### src/rtl/core/rgbfs_pkg.sv
`timescale 1ns / 1ps
// ----------------------------------------------------------------------------
// rgbfs_pkg
// shared types, command codes and the gamma code table of the fade sequencer
// ----------------------------------------------------------------------------
package rgbfs_pkg;

  localparam int unsigned LIN_MAX  = 4095;
  localparam int unsigned OFF_SPAN = 100;
  localparam int unsigned MAX_BRIGHT = 10;
  // floor(x / 10) == (x * DIV10_MUL) >> DIV10_SHIFT for x below 81920
  localparam int unsigned DIV10_MUL   = 52429;
  localparam int unsigned DIV10_SHIFT = 19;

  typedef enum logic [1:0] {
    CMD_TICK  = 2'd0,
    CMD_WRITE = 2'd1,
    CMD_STATE = 2'd2,
    CMD_EVENT = 2'd3
  } cmd_t;

  typedef struct packed {
    cmd_t              cmd;
    logic [7:0]        entry_index;
    logic              sequence_present;
    logic [7:0]        entry_red;
    logic [7:0]        entry_green;
    logic [7:0]        entry_blue;
    logic signed [15:0] entry_duration;
  } in_t;

  typedef struct packed {
    logic [7:0] led_red;
    logic [7:0] led_green;
    logic [7:0] led_blue;
  } out_t;

  typedef struct packed {
    logic [23:0]        color;
    logic signed [15:0] dur;
  } entry_t;

  typedef struct packed {
    logic        start;
    logic [15:0] elapsed;
    logic [15:0] span;
    logic [23:0] from_color;
    logic [23:0] to_color;
    logic [3:0]  bright;
  } calc_req_t;

  typedef struct packed {
    logic        done;
    logic [23:0] color;
  } calc_rsp_t;

  typedef logic [255:0][11:0] gtab_t;

  // true when v^11 * 255^5 >= c^5 * 4095^11
  function automatic logic reaches(input int unsigned v, input int unsigned c);
    logic [191:0] a;
    logic [191:0] b;
    a = 192'd1;
    b = 192'd1;
    for (int i = 0; i < 11; i++) a = a * 192'(v);
    for (int i = 0; i < 5; i++) a = a * 192'd255;
    for (int i = 0; i < 5; i++) b = b * 192'(c);
    for (int i = 0; i < 11; i++) b = b * 192'(LIN_MAX);
    return a >= b;
  endfunction

  // smallest 12-bit code whose decoded level reaches c
  function automatic gtab_t build_gamma();
    gtab_t t;
    int unsigned lo;
    int unsigned hi;
    int unsigned mid;
    for (int c = 0; c < 256; c++) begin
      lo = 0;
      hi = LIN_MAX;
      while (lo < hi) begin
        mid = (lo + hi) >> 1;
        if (reaches(mid, c)) hi = mid;
        else lo = mid + 1;
      end
      t[c] = 12'(lo);
    end
    return t;
  endfunction

  localparam gtab_t GAMMA = build_gamma();

endpackage

### src/rtl/core/rgbfs_fade_calc.sv
`timescale 1ns / 1ps
// ----------------------------------------------------------------------------
// rgbfs_fade_calc
// fade factor by bit-serial division, easing, gamma mix and bit-serial decode
// ----------------------------------------------------------------------------
module rgbfs_fade_calc (
  input  logic                 clk,
  input  logic                 rst_n,
  input  rgbfs_pkg::calc_req_t req,
  output rgbfs_pkg::calc_rsp_t rsp
);

  typedef enum logic [6:0] {
    F_IDLE = 7'b0000001,
    F_DIV  = 7'b0000010,
    F_EASE = 7'b0000100,
    F_MUL  = 7'b0001000,
    F_ADD  = 7'b0010000,
    F_SCL  = 7'b0100000,
    F_DEC  = 7'b1000000
  } fstate_t;

  fstate_t     state_r, state_nxt;
  logic [15:0] rem_r, rem_nxt;
  logic [15:0] quo_r, quo_nxt;
  logic [3:0]  cnt_r, cnt_nxt;
  logic [15:0] span_r, span_nxt;
  logic [16:0] g_r, g_nxt;
  logic [23:0] from_r, from_nxt;
  logic [23:0] to_r, to_nxt;
  logic [3:0]  br_r, br_nxt;
  logic [1:0]  ch_r, ch_nxt;
  logic [11:0] e0_r, e0_nxt;
  logic        neg_r, neg_nxt;
  logic [28:0] prod_r, prod_nxt;
  logic [15:0] vb_r, vb_nxt;
  logic [11:0] vs_r, vs_nxt;
  logic [7:0]  c_r, c_nxt;
  logic [2:0]  bit_r, bit_nxt;
  logic [23:0] col_r, col_nxt;
  logic        done_r, done_nxt;

  logic [16:0] dshift;
  logic        dge;
  logic [29:0] sq_lo;
  logic [16:0] dcomp;
  logic [33:0] sq_hi;
  logic [7:0]  cf, ct;
  logic [11:0] e0, e1, diff;
  logic [11:0] delta, v;
  logic [31:0] sprod;
  logic [7:0]  try_c;

  always_comb begin
    unique case (ch_r)
      2'd0:    begin cf = from_r[23:16]; ct = to_r[23:16]; end
      2'd1:    begin cf = from_r[15:8];  ct = to_r[15:8];  end
      default: begin cf = from_r[7:0];   ct = to_r[7:0];   end
    endcase
  end

  assign dshift = {rem_r, 1'b0};
  assign dge    = dshift >= {1'b0, span_r};
  assign sq_lo  = quo_r[14:0] * quo_r[14:0];
  assign dcomp  = 17'h10000 - {1'b0, quo_r};
  assign sq_hi  = dcomp * dcomp;
  assign e0     = rgbfs_pkg::GAMMA[cf];
  assign e1     = rgbfs_pkg::GAMMA[ct];
  assign diff   = (e1 < e0) ? (e0 - e1) : (e1 - e0);
  assign delta  = prod_r[27:16];
  assign v      = neg_r ? (e0_r - delta) : (e0_r + delta);
  assign sprod  = 32'(vb_r) * 32'(rgbfs_pkg::DIV10_MUL);
  assign try_c  = c_r | (8'd1 << bit_r);

  always_comb begin
    state_nxt = state_r;
    rem_nxt   = rem_r;
    quo_nxt   = quo_r;
    cnt_nxt   = cnt_r;
    span_nxt  = span_r;
    g_nxt     = g_r;
    from_nxt  = from_r;
    to_nxt    = to_r;
    br_nxt    = br_r;
    ch_nxt    = ch_r;
    e0_nxt    = e0_r;
    neg_nxt   = neg_r;
    prod_nxt  = prod_r;
    vb_nxt    = vb_r;
    vs_nxt    = vs_r;
    c_nxt     = c_r;
    bit_nxt   = bit_r;
    col_nxt   = col_r;
    done_nxt  = 1'b0;
    unique case (state_r)
      F_IDLE: begin
        if (req.start) begin
          from_nxt = req.from_color;
          to_nxt   = req.to_color;
          br_nxt   = req.bright;
          span_nxt = req.span;
          rem_nxt  = req.elapsed;
          quo_nxt  = '0;
          cnt_nxt  = '0;
          ch_nxt   = '0;
          if (req.elapsed >= req.span) begin
            // factor saturates at one
            g_nxt     = 17'h10000;
            state_nxt = F_MUL;
          end else begin
            state_nxt = F_DIV;
          end
        end
      end
      F_DIV: begin
        rem_nxt = dge ? 16'(dshift - {1'b0, span_r}) : dshift[15:0];
        quo_nxt = {quo_r[14:0], dge};
        cnt_nxt = cnt_r + 4'd1;
        if (cnt_r == 4'd15) state_nxt = F_EASE;
      end
      F_EASE: begin
        if (!quo_r[15]) g_nxt = 17'(sq_lo >> 15);
        else g_nxt = 17'h10000 - 17'(sq_hi >> 15);
        state_nxt = F_MUL;
      end
      F_MUL: begin
        e0_nxt    = e0;
        neg_nxt   = e1 < e0;
        prod_nxt  = g_r * diff;
        state_nxt = F_ADD;
      end
      F_ADD: begin
        vb_nxt    = 16'(v * br_r);
        state_nxt = F_SCL;
      end
      F_SCL: begin
        vs_nxt    = sprod[rgbfs_pkg::DIV10_SHIFT +: 12];
        c_nxt     = '0;
        bit_nxt   = 3'd7;
        state_nxt = F_DEC;
      end
      F_DEC: begin
        if (rgbfs_pkg::GAMMA[try_c] <= vs_r) c_nxt = try_c;
        bit_nxt = bit_r - 3'd1;
        if (bit_r == 3'd0) begin
          unique case (ch_r)
            2'd0:    col_nxt[23:16] = c_nxt;
            2'd1:    col_nxt[15:8]  = c_nxt;
            default: col_nxt[7:0]   = c_nxt;
          endcase
          if (ch_r == 2'd2) begin
            done_nxt  = 1'b1;
            state_nxt = F_IDLE;
          end else begin
            ch_nxt    = ch_r + 2'd1;
            state_nxt = F_MUL;
          end
        end
      end
      default: state_nxt = F_IDLE;
    endcase
  end

  always_ff @(posedge clk) begin
    if (!rst_n) begin
      state_r <= F_IDLE;
      done_r  <= 1'b0;
    end else begin
      state_r <= state_nxt;
      done_r  <= done_nxt;
    end
    rem_r  <= rem_nxt;
    quo_r  <= quo_nxt;
    cnt_r  <= cnt_nxt;
    span_r <= span_nxt;
    g_r    <= g_nxt;
    from_r <= from_nxt;
    to_r   <= to_nxt;
    br_r   <= br_nxt;
    ch_r   <= ch_nxt;
    e0_r   <= e0_nxt;
    neg_r  <= neg_nxt;
    prod_r <= prod_nxt;
    vb_r   <= vb_nxt;
    vs_r   <= vs_nxt;
    c_r    <= c_nxt;
    bit_r  <= bit_nxt;
    col_r  <= col_nxt;
  end

  assign rsp.done  = done_r;
  assign rsp.color = col_r;

endmodule

### config.mk
export PLATFORM = sky130hd
export DESIGN_NAME = rgbfs_fade_calc
export DESIGN_NICKNAME = d
export VERILOG_FILES = /design/src/rtl/core/rgbfs_pkg.sv /design/src/rtl/core/rgbfs_fade_calc.sv
export SDC_FILE = /design/constraint.sdc
export NUM_CORES = 2
export LEC_CHECK = 0
export BUFFER_PORTS_ARGS = -buffer_cell sky130_fd_sc_hd__buf_2
export CORE_ASPECT_RATIO = 0.5
export CORE_MARGIN = 4
export CORE_UTILIZATION = 45
export DETAILED_ROUTE_END_ITERATION = 12
export PLACE_DENSITY = 0.65
export SETUP_SLACK_MARGIN = 0.5
export SLEW_MARGIN = 10
export SYNTH_ARGS = -nofsm -noshare
export SYNTH_HDL_FRONTEND = slang
export SYNTH_SLANG_ARGS = --single-unit
### constraint.sdc
create_clock -name clk -period 11.65 [get_ports clk]
set_input_delay 1.165 -clock clk [delete_from_list [all_inputs] [get_ports clk]]
set_output_delay 1.165 -clock clk [all_outputs]
set_load 0.01 [all_outputs]
==> results.tsv <==
metric	value	unit
outcome	complete, no violations	
r2r_start	ch_r[0]	
crit_top_cell	fa_1	
fp.dieH	230	um
ant_nets	0	
antenna_found_initial	0	
area_delta_synth_final	10.5	%
critPathMaxStageDelay	560	ps
crit_required	11960	ps
clk_pin_slew_worst_paths	60	ps
drt_iter0_markers	3373	
cpLargestDelayFamily	compound AO/OA/AOI/OAI gates	
finalCriticalPeriod	10750	ps
rsz0062_at_grt	no	
crit_cells	42	
drive_above_1_share	0.105	
rrSetupSlack	900	ps
die_w	453	um
crit_end	prod_r[27]	
initial_core_util	0.454	
yosys_warnings	0	
drc	0	
diodes	0	
gp_congestion	0.972	
synth-seq-cells	219	
drt_pass1_iterations	6	
clk_latency	570	ps
fmax	0.0930	GHz
core-area	97900	um2
wire_per_inst	20.1	um
syn_inst	5206	
dieArea	104000	um2
yosysUniqueCellTypes	94	
place_area	47300	um2
min_path_type	register to register	
fin_area	49100	um2
cts_made_buffers	24	
crit_path_max_fanout	10	
overflow	0	
num_vias	38100	
ctsHoldBuffers	0	
vias_per_cell	5.73	
io_pins	112	
synth-seq-area-share	0.146	
htree_levels	1	
fill_cells	9173	
drv_slew	0	
wl	134000	um
critPathSlowestCell	xnor2_1	
r2r-end	prod_r[27]	
hpwl	104000	um
fin_setup_tns	0	ps
clock_skew	26.9	ps
async_flop_share	0	
cts.sinks	219	
grt_max_degree	75	
cts_buffer_depth	3	
syn_area	44500	um2
hold_viol	0	
synth-edff-count	211	
endpoint_kind	register	
start_kind	register	
cts_tree	yes	
relSlewSlack	0.323	
critPathKind	register to register	
nNetsFinal	6488	
worst_slew_pin_slew	1010	ps
synthFlopType	edfxtp_1	
maxCapViolations	0	
crit_buf_inv	9	
crit_start	ch_r[0]	
cts.root.buffer_cell	clkbuf_16	
finalSetupViolations	0	
reg2regPathDepth	42	
finalNonFillerCells	6645	
utilization	0.502	
first_global_vias	39300	
synth_area_per_cell	8.54	um2
placementRows	81	
grt_pass1_wl	215000	um
grt_use_total	0.254	
placed_cells	6567	
post-route-period-util	0.923	
port_buffers	111	
crit_arrival	11060	ps
[worst min path at each step]
stage / depth (start not counted) / end / slack, ps / from
floorplan: 2 / state_r[5] / 490 / state_r[4]
global placement: 2 / state_r[5] / 520 / state_r[4]
detailed placement: 2 / state_r[5] / 530 / state_r[4]
CTS: 2 / state_r[5] / 550 / state_r[4]
global route: 2 / state_r[5] / 590 / state_r[4]
finish: 2 / state_r[5] / 540 / state_r[4]
[registers in the layout, indices dropped and copies added (netlist names), 7 cells and up]
name and flops:
span_r 16, quo_r 16, c_r 8, e0_r 12, to_r 24, prod_r 12
vb_r 16, col_r 24, state_r 7, vs_r 12, from_r 24, rem_r 16
g_r 17
[logic make-up after synthesis]
| kind of cell | synth area share |
|---|---|
| AO/OA/AOI/OAI | 0.165 |
| XOR/XNOR | 0.0303 |
| adder cells (fa/ha/maj) | 0.407 |
| buffers and inverters | 0.0986 |
| flip-flops | 0.146 |
| multiplexers | 0.00802 |
| other | 0.000169 |
| AND/OR/NAND/NOR | 0.145 |
[metal layers]
metal  vias to the layer above  wire, um  track usage
met2                      1377     63100        0.427
met3                       228      8680       0.0321
met5                         -         0            0
met4                         0      3330       0.0595
met1                     18900     58700        0.351
li1                      17600         -            -
[layout by cell type (no fill, tap or decap), types with 14 or more instances in the layout]
master	n
inv_1	861
fa_1	579
nand2_1	539
ha_1	502
nor2_1	365
a21oi_1	268
o21ai_0	232
edfxtp_1	211
buf_4	201
and2_1	161
buf_2	111
xnor2_1	110
nor3_1	78
a211oi_1	77
a21o_1	76
nand3_1	60
o211ai_1	59
xor2_1	39
a31oi_1	37
nand2b_1	35
nor2b_1	30
mux2i_1	29
a311oi_1	28
and3_1	27
o22ai_1	26
o311ai_0	25
clkbuf_16	24
a21oi_2	23
a221oi_1	21
nand4_1	20
o221ai_1	18
a22o_1	18
nor2_2	16
buf_6	15
o21a_1	14
o21bai_1	14
clkinv_1	14
[what timing repair did]
item | CTS | global route
cloned | 0 | 1
resized for setup | 35 | 150
buffers inserted | 7 | 29
endpoints found under the hold margin | 0 | 0
pin swaps | 9 | 35
setup endpoints to repair | 12 | 12
[layout make-up]
cell class / instances / area [um2] / area share
clock buffers: 30 / 633 / 0.0129
clock inverters: 11 / 124 / 0.00252
inverters: 887 / 3340 / 0.0680
multi-input cells: 3831 / 34400 / 0.700
flip-flops and latches: 219 / 6500 / 0.132
well taps: 1328 / 1660 / 0.0338
repair buffers: 339 / 2470 / 0.0502
[worst min-delay path, stage by stage (launching register included)]
cell and delay, ps:
dfxtp_1 330, nand3_1 100, nor4_1 60
[synthesized netlist by cell type (14+ instances only)]
| master | count | area, um2 |
|---|---|---|
| inv_1 | 871 | 3270 |
| and3_1 | 27 | 169 |
| buf_1 | 33 | 124 |
| a2111oi_0 | 14 | 123 |
| xor2_1 | 40 | 350 |
| a21o_1 | 82 | 616 |
| nor3_1 | 84 | 420 |
| o21ai_0 | 244 | 1220 |
| nor4_1 | 15 | 93.8 |
| a22o_1 | 19 | 166 |
| o21bai_1 | 14 | 105 |
| o22ai_1 | 27 | 169 |
| nand4_1 | 20 | 125 |
| nor2b_1 | 30 | 188 |
| a221oi_1 | 23 | 201 |
| clkbuf_1 | 238 | 893 |
| nand2b_1 | 37 | 231 |
| a211oi_1 | 82 | 616 |
| o21a_1 | 14 | 105 |
| edfxtp_1 | 211 | 6340 |
| ha_1 | 519 | 6490 |
| a21oi_1 | 294 | 1470 |
| xnor2_1 | 112 | 981 |
| nor2_1 | 385 | 1450 |
| fa_1 | 580 | 11600 |
| and2_1 | 161 | 1010 |
| mux2i_1 | 30 | 300 |
| o311ai_0 | 30 | 263 |
| o221ai_1 | 19 | 166 |
| nand2_1 | 546 | 2050 |
| nand3_1 | 61 | 305 |
| o211ai_1 | 59 | 443 |
| a311oi_1 | 35 | 307 |
| a31oi_1 | 37 | 231 |
[metrics by stage]
step           hold WS (ps)  setup slack (ps)
2_1_floorplan           486               515
3_3_place_gp            524             -11.3
3_5_place_dp            535              -105
4_1_cts                 546               501
5_1_grt                 590               436
6_report                544               901
Power is not shown: default switching activity piles up to over one toggle a cycle in this logic, so the estimate is an artifact.
